[src/hdl/kpsd_pkg.sv]
`default_nettype none
package kpsd_pkg;

    // Keypad geometry
    localparam int PIN_COUNT  = 5;
    localparam int SENSE_PINS = 5;
    localparam int KEY_COUNT  = 16;
    localparam int PIN_W      = 3;
    localparam int KEY_W      = 4;

    localparam logic [PIN_W:0] PIN_LIMIT = (PIN_W + 1)'(PIN_COUNT);

    // Encoder
    localparam logic [1:0] RESTING_POS = 2'd3;
    localparam logic [3:0] HIST_RESET  = 4'd3;

    // Configuration register indexes and reset values
    localparam logic CFG_REPEAT_DELAY = 1'b0;
    localparam logic CFG_REPEAT_SPEED = 1'b1;
    localparam logic [7:0] REPEAT_DELAY_RST = 8'd100;
    localparam logic [7:0] REPEAT_SPEED_RST = 8'd25;

    // Key event codes
    localparam logic [1:0] EV_NONE = 2'd0;
    localparam logic [1:0] EV_DOWN = 2'd1;
    localparam logic [1:0] EV_UP   = 2'd2;

    // Opcodes
    localparam logic OP_SCAN    = 1'b0;
    localparam logic OP_ENCODER = 1'b1;

    typedef struct packed {
        logic             opcode;
        logic [4:0]       pin_levels;
        logic [31:0]      now;
        logic [1:0]       encoder_pins;
    } t_in_item;

    typedef struct packed {
        logic [PIN_W-1:0] drive_row;
        logic [1:0]       key_event;
        logic [KEY_W-1:0] key_number;
        logic             repeat_valid;
        logic [KEY_W-1:0] repeat_key;
    } t_key_res;

    typedef struct packed {
        logic             knob_valid;
        logic [7:0]       knob_delta;
    } t_knob_res;

    // Quadrature transition table: step of fine position per history code
    function automatic logic [7:0] quad_step(input logic [3:0] hist);
        logic [7:0] step;
        unique case (hist)
            4'd1, 4'd7, 4'd8, 4'd14: step = 8'hff;
            4'd2, 4'd4, 4'd11, 4'd13: step = 8'h01;
            default:                  step = 8'h00;
        endcase
        return step;
    endfunction

endpackage
`default_nettype wire

[src/hdl/kpsd_in_if.sv]
`default_nettype none
interface kpsd_in_if;
    logic        valid;
    logic        ready;
    logic        opcode;
    logic [4:0]  pin_levels;
    logic [31:0] now;
    logic [1:0]  encoder_pins;

    modport source (output valid, opcode, pin_levels, now, encoder_pins, input ready);
    modport sink   (input valid, opcode, pin_levels, now, encoder_pins, output ready);
endinterface
`default_nettype wire

[src/hdl/kpsd_out_if.sv]
`default_nettype none
interface kpsd_out_if;
    logic              valid;
    logic              ready;
    logic [2:0]        drive_row;
    logic [1:0]        key_event;
    logic [3:0]        key_number;
    logic              repeat_valid;
    logic [3:0]        repeat_key;
    logic              knob_valid;
    logic signed [7:0] knob_delta;

    modport source (output valid, drive_row, key_event, key_number, repeat_valid,
                    repeat_key, knob_valid, knob_delta, input ready);
    modport sink   (input valid, drive_row, key_event, key_number, repeat_valid,
                    repeat_key, knob_valid, knob_delta, output ready);
endinterface
`default_nettype wire

[src/hdl/keypad_scan_debounce_repeat_knob_core.sv]
// An accepted item passes the input register and then the result register; a stalled result
// can hold it in the input register between the two.
// Throughput: one item per cycle while results are taken; a stalled result holds the result
// register, the input register takes one more item and then the input stalls.
// Every item gives exactly one result.
// Reset (i_rst_n low, synchronous): scan restarts at row 0 / column 1, keys released,
// no repeat pending, encoder history at rest, detents cleared, repeat config to defaults.
`default_nettype none
module keypad_scan_debounce_repeat_knob_core
    import kpsd_pkg::*;
(
    input  wire logic       i_clk,
    input  wire logic       i_rst_n,
    input  wire logic       i_cfg_we,
    input  wire logic       i_cfg_idx,
    input  wire logic [7:0] i_cfg_data,
    kpsd_in_if.sink         i_in,
    kpsd_out_if.source      o_out
);

    logic [7:0] r_repeat_delay;
    logic [7:0] r_repeat_speed;

    logic      r_s1_valid;
    t_in_item  r_s1_item;
    logic      r_out_valid;
    t_key_res  r_out_key;
    t_knob_res r_out_knob;

    logic      adv;
    logic      s1_scan;
    t_key_res  key_res;
    t_knob_res knob_res;

    always_ff @(posedge i_clk) begin
        if (!i_rst_n) begin
            r_repeat_delay <= REPEAT_DELAY_RST;
            r_repeat_speed <= REPEAT_SPEED_RST;
        end else if (i_cfg_we) begin
            unique case (i_cfg_idx)
                CFG_REPEAT_DELAY: r_repeat_delay <= i_cfg_data;
                CFG_REPEAT_SPEED: r_repeat_speed <= i_cfg_data;
                default:          r_repeat_delay <= r_repeat_delay;
            endcase
        end
    end

    assign adv        = r_s1_valid && (!r_out_valid || o_out.ready);
    assign i_in.ready = !r_s1_valid || adv;
    assign s1_scan    = (r_s1_item.opcode == OP_SCAN);

    always_ff @(posedge i_clk) begin
        if (!i_rst_n) begin
            r_s1_valid <= 1'b0;
        end else if (i_in.ready) begin
            r_s1_valid <= i_in.valid;
        end
    end

    always_ff @(posedge i_clk) begin
        if (i_in.valid && i_in.ready) begin
            r_s1_item.opcode       <= i_in.opcode;
            r_s1_item.pin_levels   <= i_in.pin_levels;
            r_s1_item.now          <= i_in.now;
            r_s1_item.encoder_pins <= i_in.encoder_pins;
        end
    end

    kpsd_scan u_scan (
        .i_clk          (i_clk),
        .i_rst_n        (i_rst_n),
        .i_adv          (adv),
        .i_scan         (s1_scan),
        .i_pin_levels   (r_s1_item.pin_levels),
        .i_now          (r_s1_item.now),
        .i_repeat_delay (r_repeat_delay),
        .i_repeat_speed (r_repeat_speed),
        .o_res          (key_res)
    );

    kpsd_knob u_knob (
        .i_clk          (i_clk),
        .i_rst_n        (i_rst_n),
        .i_adv          (adv),
        .i_scan         (s1_scan),
        .i_encoder_pins (r_s1_item.encoder_pins),
        .o_res          (knob_res)
    );

    always_ff @(posedge i_clk) begin
        if (!i_rst_n) begin
            r_out_valid <= 1'b0;
        end else if (adv) begin
            r_out_valid <= 1'b1;
        end else if (o_out.ready) begin
            r_out_valid <= 1'b0;
        end
    end

    always_ff @(posedge i_clk) begin
        if (adv) begin
            r_out_key  <= key_res;
            r_out_knob <= knob_res;
        end
    end

    assign o_out.valid        = r_out_valid;
    assign o_out.drive_row    = r_out_key.drive_row;
    assign o_out.key_event    = r_out_key.key_event;
    assign o_out.key_number   = r_out_key.key_number;
    assign o_out.repeat_valid = r_out_key.repeat_valid;
    assign o_out.repeat_key   = r_out_key.repeat_key;
    assign o_out.knob_valid   = r_out_knob.knob_valid;
    assign o_out.knob_delta   = signed'(r_out_knob.knob_delta);

endmodule
`default_nettype wire

[src/hdl/kpsd_scan.sv]
`default_nettype none
module kpsd_scan
    import kpsd_pkg::*;
(
    input  wire logic        i_clk,
    input  wire logic        i_rst_n,
    input  wire logic        i_adv,
    input  wire logic        i_scan,
    input  wire logic [4:0]  i_pin_levels,
    input  wire logic [31:0] i_now,
    input  wire logic [7:0]  i_repeat_delay,
    input  wire logic [7:0]  i_repeat_speed,
    output t_key_res         o_res
);

    logic [PIN_W-1:0]     r_row, n_row;
    logic [PIN_W-1:0]     r_col, n_col;
    logic [KEY_W-1:0]     r_scan_key, n_scan_key;
    logic [KEY_COUNT-1:0] r_last, n_last;
    logic [KEY_COUNT-1:0] r_stable, n_stable;
    logic                 r_held_valid, n_held_valid;
    logic [KEY_W-1:0]     r_held_key, n_held_key;
    logic [31:0]          r_due, n_due;

    logic [7:0]       levels_ext;
    logic             paired;
    logic             pressed;
    logic             last_bit;
    logic             stable_bit;
    logic [1:0]       ev;
    logic [PIN_W-1:0] col_inc;
    logic [PIN_W-1:0] row_inc;
    logic             col_wrap;
    logic             row_wrap;
    logic [31:0]      due_diff;
    logic             fire;
    logic [31:0]      delay_ticks;
    logic [31:0]      speed_ticks;

    // Columns beyond the sensed pins read high (not pressed)
    assign levels_ext  = {{(8 - SENSE_PINS){1'b1}}, i_pin_levels};
    assign paired      = (r_col != r_row);
    assign pressed     = !levels_ext[r_col];
    assign last_bit    = r_last[r_scan_key];
    assign stable_bit  = r_stable[r_scan_key];
    assign delay_ticks = {22'd0, i_repeat_delay, 2'b00};
    assign speed_ticks = {22'd0, i_repeat_speed, 2'b00};
    assign col_inc     = r_col + PIN_W'(1);
    assign row_inc     = r_row + PIN_W'(1);
    assign col_wrap    = {1'b0, col_inc} >= PIN_LIMIT;
    assign row_wrap    = {1'b0, row_inc} >= PIN_LIMIT;

    always_comb begin
        n_last       = r_last;
        n_stable     = r_stable;
        n_held_valid = r_held_valid;
        n_held_key   = r_held_key;
        n_scan_key   = r_scan_key;
        ev           = EV_NONE;
        if (paired) begin
            if (pressed) begin
                if (last_bit && !stable_bit) begin
                    n_stable[r_scan_key] = 1'b1;
                    n_held_valid         = 1'b1;
                    n_held_key           = r_scan_key;
                    ev                   = EV_DOWN;
                end
                n_last[r_scan_key] = 1'b1;
            end else begin
                if (!last_bit && stable_bit) begin
                    n_stable[r_scan_key] = 1'b0;
                    if (r_held_valid && r_held_key == r_scan_key) begin
                        n_held_valid = 1'b0;
                    end
                    ev = EV_UP;
                end
                n_last[r_scan_key] = 1'b0;
            end
            n_scan_key = r_scan_key + KEY_W'(1);
        end
        n_col = col_inc;
        n_row = r_row;
        if (col_wrap) begin
            n_col = PIN_W'(1);
            n_row = row_inc;
            if (row_wrap) begin
                n_row      = '0;
                n_scan_key = '0;
            end
        end
    end

    // A fresh key-down sets due to now + delay, so the difference is the delay itself
    assign due_diff = (ev == EV_DOWN) ? delay_ticks : (r_due - i_now);
    assign fire     = n_held_valid && ((due_diff == 32'd0) || due_diff[31]);

    always_comb begin
        priority if (fire) begin
            n_due = i_now + speed_ticks;
        end else if (ev == EV_DOWN) begin
            n_due = i_now + delay_ticks;
        end else begin
            n_due = r_due;
        end
    end

    always_ff @(posedge i_clk) begin
        if (!i_rst_n) begin
            r_row        <= '0;
            r_col        <= PIN_W'(1);
            r_scan_key   <= '0;
            r_last       <= '0;
            r_stable     <= '0;
            r_held_valid <= 1'b0;
            r_held_key   <= '0;
            r_due        <= '0;
        end else if (i_adv && i_scan) begin
            r_row        <= n_row;
            r_col        <= n_col;
            r_scan_key   <= n_scan_key;
            r_last       <= n_last;
            r_stable     <= n_stable;
            r_held_valid <= n_held_valid;
            r_held_key   <= n_held_key;
            r_due        <= n_due;
        end
    end

    always_comb begin
        o_res.drive_row    = i_scan ? n_row : r_row;
        o_res.key_event    = i_scan ? ev : EV_NONE;
        o_res.key_number   = (i_scan && ev != EV_NONE) ? r_scan_key : '0;
        o_res.repeat_valid = i_scan && fire;
        o_res.repeat_key   = (i_scan && fire) ? n_held_key : '0;
    end

endmodule
`default_nettype wire

[src/hdl/kpsd_knob.sv]
`default_nettype none
module kpsd_knob
    import kpsd_pkg::*;
(
    input  wire logic       i_clk,
    input  wire logic       i_rst_n,
    input  wire logic       i_adv,
    input  wire logic       i_scan,
    input  wire logic [1:0] i_encoder_pins,
    output t_knob_res       o_res
);

    logic [3:0] r_hist, n_hist;
    logic [7:0] r_fine, n_fine;
    logic [7:0] r_det, n_det;

    logic [7:0]        fine_step;
    logic signed [7:0] pos;
    logic signed [7:0] det;

    assign n_hist    = {r_hist[1:0], i_encoder_pins};
    assign fine_step = r_fine + quad_step(n_hist);
    assign pos       = signed'(fine_step);
    assign det       = signed'(r_det);

    // Whole detents only counted when the knob rests
    always_comb begin
        n_fine = fine_step;
        n_det  = r_det;
        if (i_encoder_pins == RESTING_POS) begin
            if (pos > 8'sd1) begin
                if (det < 8'sd127) begin
                    n_det = r_det + 8'd1;
                end
                n_fine = '0;
            end else if (pos < -8'sd1) begin
                if (det > -8'sd127) begin
                    n_det = r_det - 8'd1;
                end
                n_fine = '0;
            end
        end
    end

    always_ff @(posedge i_clk) begin
        if (!i_rst_n) begin
            r_hist <= HIST_RESET;
            r_fine <= '0;
            r_det  <= '0;
        end else if (i_adv) begin
            if (i_scan) begin
                r_det <= '0;
            end else begin
                r_hist <= n_hist;
                r_fine <= n_fine;
                r_det  <= n_det;
            end
        end
    end

    assign o_res.knob_valid = i_scan && (r_det != 8'd0);
    assign o_res.knob_delta = o_res.knob_valid ? r_det : 8'd0;

endmodule
`default_nettype wire

[src/flat_wrapper.sv]
// flat-port wrapper written by rule: the top's interface ports become plain ports
module keypad_scan_debounce_repeat_knob_core_flat import kpsd_pkg::*;
  (i_clk, i_rst_n, i_cfg_we, i_cfg_idx, i_cfg_data, i_in_valid, i_in_opcode, i_in_pin_levels, i_in_now, i_in_encoder_pins, i_in_ready, o_out_valid, o_out_drive_row, o_out_key_event, o_out_key_number, o_out_repeat_valid, o_out_repeat_key, o_out_knob_valid, o_out_knob_delta, o_out_ready);
  kpsd_in_if i_in_i ();
  kpsd_out_if o_out_i ();
  input  wire logic i_clk;
  input  wire logic i_rst_n;
  input  wire logic i_cfg_we;
  input  wire logic i_cfg_idx;
  input  wire logic [7:0] i_cfg_data;
  input wire logic [$bits(i_in_i.valid)-1:0] i_in_valid;
  input wire logic [$bits(i_in_i.opcode)-1:0] i_in_opcode;
  input wire logic [$bits(i_in_i.pin_levels)-1:0] i_in_pin_levels;
  input wire logic [$bits(i_in_i.now)-1:0] i_in_now;
  input wire logic [$bits(i_in_i.encoder_pins)-1:0] i_in_encoder_pins;
  output wire logic [$bits(i_in_i.ready)-1:0] i_in_ready;
  output wire logic [$bits(o_out_i.valid)-1:0] o_out_valid;
  output wire logic [$bits(o_out_i.drive_row)-1:0] o_out_drive_row;
  output wire logic [$bits(o_out_i.key_event)-1:0] o_out_key_event;
  output wire logic [$bits(o_out_i.key_number)-1:0] o_out_key_number;
  output wire logic [$bits(o_out_i.repeat_valid)-1:0] o_out_repeat_valid;
  output wire logic [$bits(o_out_i.repeat_key)-1:0] o_out_repeat_key;
  output wire logic [$bits(o_out_i.knob_valid)-1:0] o_out_knob_valid;
  output wire logic [$bits(o_out_i.knob_delta)-1:0] o_out_knob_delta;
  input wire logic [$bits(o_out_i.ready)-1:0] o_out_ready;
  assign i_in_i.valid = i_in_valid;
  assign i_in_i.opcode = i_in_opcode;
  assign i_in_i.pin_levels = i_in_pin_levels;
  assign i_in_i.now = i_in_now;
  assign i_in_i.encoder_pins = i_in_encoder_pins;
  assign i_in_ready = i_in_i.ready;
  assign o_out_valid = o_out_i.valid;
  assign o_out_drive_row = o_out_i.drive_row;
  assign o_out_key_event = o_out_i.key_event;
  assign o_out_key_number = o_out_i.key_number;
  assign o_out_repeat_valid = o_out_i.repeat_valid;
  assign o_out_repeat_key = o_out_i.repeat_key;
  assign o_out_knob_valid = o_out_i.knob_valid;
  assign o_out_knob_delta = o_out_i.knob_delta;
  assign o_out_i.ready = o_out_ready;
  keypad_scan_debounce_repeat_knob_core u_core (.i_clk(i_clk), .i_rst_n(i_rst_n), .i_cfg_we(i_cfg_we), .i_cfg_idx(i_cfg_idx), .i_cfg_data(i_cfg_data), .i_in(i_in_i), .o_out(o_out_i));
endmodule
[config.mk]
export PLATFORM = sky130hd
export DESIGN_NAME = keypad_scan_debounce_repeat_knob_core_flat
export DESIGN_NICKNAME = d
export VERILOG_FILES = /design/src/hdl/kpsd_pkg.sv /design/src/hdl/kpsd_in_if.sv /design/src/hdl/kpsd_out_if.sv /design/src/hdl/keypad_scan_debounce_repeat_knob_core.sv /design/src/hdl/kpsd_scan.sv /design/src/hdl/kpsd_knob.sv /design/src/flat_wrapper.sv
export SDC_FILE = /design/constraint.sdc
export NUM_CORES = 1
export LEC_CHECK = 0
export BUFFER_PORTS_ARGS = -buffer_cell sky130_fd_sc_hd__buf_2
export CAP_MARGIN = 25
export CORE_ASPECT_RATIO = 2
export CORE_UTILIZATION = 45
export CTS_CLUSTER_DIAMETER = 80
export DETAILED_ROUTE_END_ITERATION = 8
export GPL_ROUTABILITY_DRIVEN = 0
export GPL_TIMING_DRIVEN = 0
export SYNTH_ARGS = -nofsm -noshare
export SYNTH_HDL_FRONTEND = slang
export SYNTH_SLANG_ARGS = --single-unit
export TNS_END_PERCENT = 5
[constraint.sdc]
create_clock -name i_clk -period 12.7 [get_ports i_clk]
set_input_delay 1.905 -clock i_clk [delete_from_list [all_inputs] [get_ports i_clk]]
set_output_delay 1.905 -clock i_clk [all_outputs]
set_load 0.02 [all_outputs]
# After elaboration in Yosys (flattened, before gate mapping)

Memory sizes are Yosys's and may differ from the RTL's.
Index checks and enable logic that the tools add are counted.

Register bits: 178
Memory bits (read-only): 128
Bits of input ports: 54
Output and inout port bits: 25
Word-level logic and storage cells: 137
Memories: 1

Memory list:

| name             | words | bits a word | read ports | clocked after memory_dff | write ports | line           | source |
|---|---|---|---|---|---|---|---|
| (name not given) | 16    | 8           | 1          | 0                        | 0           | kpsd_pkg.sv:55 | `unique case (hist)` |

Add/sub/neg operators: 9
Order comparisons: 9
Equality and inequality tests: 9
Muxes and demuxes: 45
Bitwise logic cells: 7
Reduce and logical (&&, ||, !) cells: 31

Operators by type and width:

| kind                                               | count |
|---|---|
| two-way mux 32 bit                                 | 3 |
| two-way mux 8 bit                                  | 9 |
| adder 32 x 10 -> 32 bit                            | 2 |
| two-way mux 16 bit                                 | 4 |
| bitwise AND 16 bit                                 | 2 |
| logical NOT 32 bit                                 | 1 |
| bitwise OR 16 bit                                  | 2 |
| subtractor 32 bit                                  | 1 |
| two-way mux 4 bit                                  | 6 |
| inverter 16 bit                                    | 1 |
| two-way mux 1 bit                                  | 12 |
| two-way mux 3 bit                                  | 4 |
| logical AND 1 bit                                  | 11 |
| AND reduction 2 bit                                | 5 |
| != test 3 bit, second input constant               | 3 |
| adder 8 x 1 -> 8 bit, second input constant        | 1 |
| adder 8 bit                                        | 1 |
| binary-select mux 1 bit (select 4 bit)             | 2 |
| > comparator 8 x 2 -> 1 bit, second input constant | 1 |
| > comparator 8 bit, second input constant          | 1 |
| < comparator 8 x 1 -> 1 bit, second input constant | 1 |
| < comparator 8 bit, second input constant          | 1 |
| nonzero test 2 bit                                 | 4 |
| nonzero test 8 bit                                 | 1 |
| other kinds (21)                                   | 31 |

# Longest topological paths before layout

Depth after elaboration: 14
Depth in mapped cells: 29
Gate-level depth less buffers: 27

# By module

Synthesis repeated with hierarchy kept, for this count alone.

Cells, all modules: 1,290
Area total of the unflattened synthesis: 11,604.9 µm²

Modules (own cells, without submodules):

| module                                | times used | cells an instance | area an instance (µm²) | seq. area each (µm²) |
|---|---|---|---|---|
| kpsd_scan                             | 1          | 921               | 7,109.3                | 1,581.5 |
| keypad_scan_debounce_repeat_knob_core | 1          | 144               | 2,630.0                | 2,252.2 |
| kpsd_knob                             | 1          | 225               | 1,865.5                | 360.3 |

# Worst setup path before layout

No wires, ideal clock.

Path kind: reg-to-reg
From: register u_core.u_scan.r_due[0]
To: register u_core.u_scan.r_due[31]
Setup time: 0.072 ns
Data arrival time: 5.318 ns
Data required time: 12.628 ns
Path slack: 7.311 ns
Cell stages (with the launch flop): 27
Path buffers: 1
Clock period less this slack: 5.389 ns
Cells stage by stage: dfxtp_1 -> inv_1 -> ha_1 -> inv_1 -> fa_1 -> a21oi_1 -> o211ai_2 -> a2111o_1 -> nand3_2 -> a211oi_1 -> a311o_1 -> nor4_1 -> a31o_2 -> a21o_1 -> buf_6 -> mux2_4 -> ha_1 -> a21o_1 -> a21oi_1 -> o21ai_0 -> a21oi_1 -> o21ai_0 -> a41oi_1 -> or4_1 -> xnor2_1 -> nand2_1 -> mux2i_1

Cells in the longest elaborated chain, start to end: 7
Elaborated cells on any way between the ends: 8
Those cells by class: add/sub (1); mux (2); reduce/logical (5)

RTL lines:

| what                                 | line             | source |
|---|---|---|
| start: declaration                   | kpsd_scan.sv:23  | `logic [31:0] r_due, n_due;` |
| start signal: assignment             | kpsd_scan.sv:125 | `r_due <= n_due;` |
| subtractor 32 bit (*)                | kpsd_scan.sv:94  | `assign due_diff = (ev == EV_DOWN) ? delay_ticks : (r_due - i_now);` |
| two-way mux 32 bit (*)               | kpsd_scan.sv:94  |  |
| logical NOT 32 bit                   | kpsd_scan.sv:95  | `assign fire = n_held_valid && ((due_diff == 32'd0) \|\| due_diff[31]);` |
| logical OR 1 bit (*)                 | kpsd_scan.sv:95  |  |
| logical AND 1 bit (*)                | kpsd_scan.sv:95  |  |
| nonzero test 2 bit (no source line)  | -                |  |
| AND reduction 2 bit (no source line) | -                |  |

Every way passes the cells marked *; elsewhere a longest branch is shown, timed or not.
A chain may end at the register's enable or synchronous reset.

# Worst setup path in the final report

From: register u_core.r_s1_item[2] (netlist bit)
To: register u_core.u_scan.r_due[31]

Cells in the longest elaborated chain, start to end: 7
Elaborated cells on any way between the ends: 11
Those cells by class: add/sub (3); mux (3); reduce/logical (5)

RTL lines:

| what                                 | line                                        | source |
|---|---|---|
| start: declaration                   | keypad_scan_debounce_repeat_knob_core.sv:25 | `t_in_item r_s1_item;` |
| subtractor 32 bit                    | kpsd_scan.sv:94                             |  |
| two-way mux 32 bit                   | kpsd_scan.sv:94                             |  |
| logical NOT 32 bit                   | kpsd_scan.sv:95                             |  |
| logical OR 1 bit                     | kpsd_scan.sv:95                             |  |
| logical AND 1 bit                    | kpsd_scan.sv:95                             |  |
| nonzero test 2 bit (no source line)  | -                                           |  |
| AND reduction 2 bit (no source line) | -                                           |  |

Parallel ways exist; a longest one is shown, timed or not. The select of a mux whose other input is x is not followed.

==> run metrics <==
Max clock buf depth 2; top cells by area, synth dfxtp_1 20%, edfxtp_1 17%, ha_1 7.2%, mux2i_1 6.3%, nand2_1 5.6%; Layout area overhead 12.8%; clock-pin slew on the worst setup and hold paths about 0.070 ns; ANT nets after route 0; clk_lat worst skew approximately 0.44 ns; Int Pwr 990 uW; Syn Area/Cell between 8 and 9 um2; Pre-antenna DRT Iters 7; chip width between 100 and 150 um; Net Switching between 300 and 400 uW; worst hold slack 0.455 ns; core area between 20000 and 25000 um2; power share of the clock group 0.408; cell taking the most area after synthesis dfxtp_1; # IOs between 70 and 80; sequential standard cell area approximately 4200 um2; placed instance count 1679; Die H between 200 and 250 um; Final Skew around 0.013 ns; Slew HR 0.289; Net Sw Frac 0.266; Commonest cells post-synth 167 x nand2_1, 115 x dfxtp_1, 93 x a21oi_1; initial antenna violation count 2; post-route cell area about 13000 um2; Finished Layout Cells 1712; combinational share of power 0.134; Crit path max-delay family compound AO/OA/AOI/OAI gates; DRC violations left 0; Starting Density 0.460; highest-delay cell along the critical path a41oi_1; CTS Buf Count 17; layout cells sized above 1 0.122; CTS resizes 0; H-tree Lvls 4; GR Util met2 0.506; CP bufs+invs 2; input/output buffers just under 80; postcts setup bufs 0; total power 1.35 mW; max-slew violation count 0; GR peak layer met2; row count 81; Async S/R FF share, synth 0; Max Cap Viol 0; total number of vias approximately 9600; post-synth net total roughly 1400; pin count of the biggest net entering global routing 31; gr usage total 0.257; final wirelength between 30 and 40 mm; Netlist cell types 84; post-synthesis sequential area ratio 0.371; Pleak between 5 and 6 nW; CTS Sinks between 150 and 200; worst-path maximum fanout 9; Syn. warnings 0; post-synthesis cell area 11300 um2; initial drt markers ~460; Power Dens Cells 106 nW/um2; Worst-Margin Slew 1.05 ns; most common flop cell mapped by yosys dfxtp_1; status finished clean; WL/cell around 19 um; Worst Hold Class reg -> reg; GRT overflow 0; worst setup margin about 5.7 ns; Total Negative Setup Slacks 0 ns; hold_buf cts 0; f_max around 140 MHz; clock root cell clkbuf_16; setup violators final 0; most frequent cell after synthesis nand2_1; critical path capture point type register; fin crit period slightly above 7 ns; Post-Synthesis Cells 1268; Arr. time, crit path between 7 and 8 ns; VDD IR max between 0.08 and 0.09 mV; startpoint types register; CP Class reg -> reg; Crit path largest cell delay between 0.8 and 0.9 ns; Final nets between 1000 and 1500; routing usage on met3 0.0362; Post-Place Cell Area around 12000 um2; Final Hold Fails 0; RSZ-0062 raised after global routing false; multi-input logic area 6450 um2; sequential power share 0.458; Required @ worst endpoint 13.07 ns; final worst-path cycle share 0.555; Synth Register Bits about 180; CTS tree done; vias in the first global route 9683; DP Worst Slack about 5.7 ns; EDFF count, synth 63; Yosys top cell area share 0.204; GR Layer Usage met1 0.229; Filler cells 2408; die area around 26000 um2; final core utilization 0.519; Final HPWL DP ~26 mm; routed vias/inst ~5.6; first-pass GRT wire length slightly below 50 mm
power by group through the flow:
stage	logic, mW	registers, mW	clock network [mW]
6_report	0.181	0.618	0.550
5_1_grt	0.200	0.619	0.580
4_1_cts	0.181	0.618	0.560
3_5_place_dp	0.180	0.630	0
3_3_place_gp	0.177	0.631	0
2_1_floorplan	0.123	0.631	0
logic make-up after synthesis:
group / count (synthesis) / synth area share
AND/OR/NAND/NOR: 448 / 0.193
AO/OA/AOI/OAI: 270 / 0.152
XOR/XNOR: 60 / 0.0465
flip-flops: 178 / 0.371
adder cells (fa/ha/maj): 69 / 0.0791
multiplexers: 92 / 0.0999
buffers and inverters: 151 / 0.0576
per-layer routing:
layer / wire length [um] / vias up
li1: - / 4750
met1: 10900 / 4484
met2: 17800 / 268
met3: 1030 / 113
met4: 2280 / 2
met5: 9 / -
cell usage in the layout, fill, tap and decap left out, drive strengths merged, types with 13 or more instances in the layout:
cell type and count:
a21o 14, inv 87, nor4 15, dfxtp 115, nor2 82, nand4 36, nor2b 16, nand2b 13
nand3 40, edfxtp 63, and2 16, nor3 26, buf 105, ha 65, nand2 167, clkbuf 60
mux2i 71, o21ai 63, a21oi 94, xnor2 48
cell type report:
class                      count  share of cell area
inverter                      83              0.0245
multi-input combinational    939               0.506
clock inverter                14              0.0138
buffer                        68              0.0267
antenna                        1            0.000197
timing repair buffer          79              0.0322
sequential                   178               0.329
clock buffer                  18              0.0345
tap                          332              0.0326
worst paths after layout:
path                                         startpoint                                     to  slack, ns  depth (start not counted)
setup / recovery          u_core.r_s1_item[2]$_DFFE_PP_   u_core.u_scan.r_due[31]$_SDFFE_PN0P_       5.65                         25
hold / removal    u_core.r_repeat_speed[5]$_SDFFE_PN0P_  u_core.r_repeat_speed[5]$_SDFFE_PN0P_       0.46                          2
setup reg to reg          u_core.r_s1_item[2]$_DFFE_PP_   u_core.u_scan.r_due[31]$_SDFFE_PN0P_       5.65                         25
hold reg to reg   u_core.r_repeat_speed[5]$_SDFFE_PN0P_  u_core.r_repeat_speed[5]$_SDFFE_PN0P_       0.46                          2
worst register-to-register path, stage by stage, from the launching register on:
cell      delay, ns
edfxtp_1       0.41
ha_1           0.35
inv_1          0.10
fa_1           0.44
a21oi_1        0.32
o211ai_2       0.20
a211oi_1       0.54
o21a_1         0.25
o21ai_0        0.17
mux2_2         0.33
nor4_1         0.27
a31o_2         0.27
a21o_1         0.15
buf_6          0.16
mux2_4         0.31
ha_1           0.27
a21o_1         0.18
a21oi_1        0.22
o21ai_0        0.11
a21oi_1        0.22
o21ai_0        0.20
a41oi_1        0.89
or4_1          0.28
xnor2_1        0.12
nand2_1        0.08
mux2i_1        0.14
No activity file was read; power rests on OpenSTA's default activity.
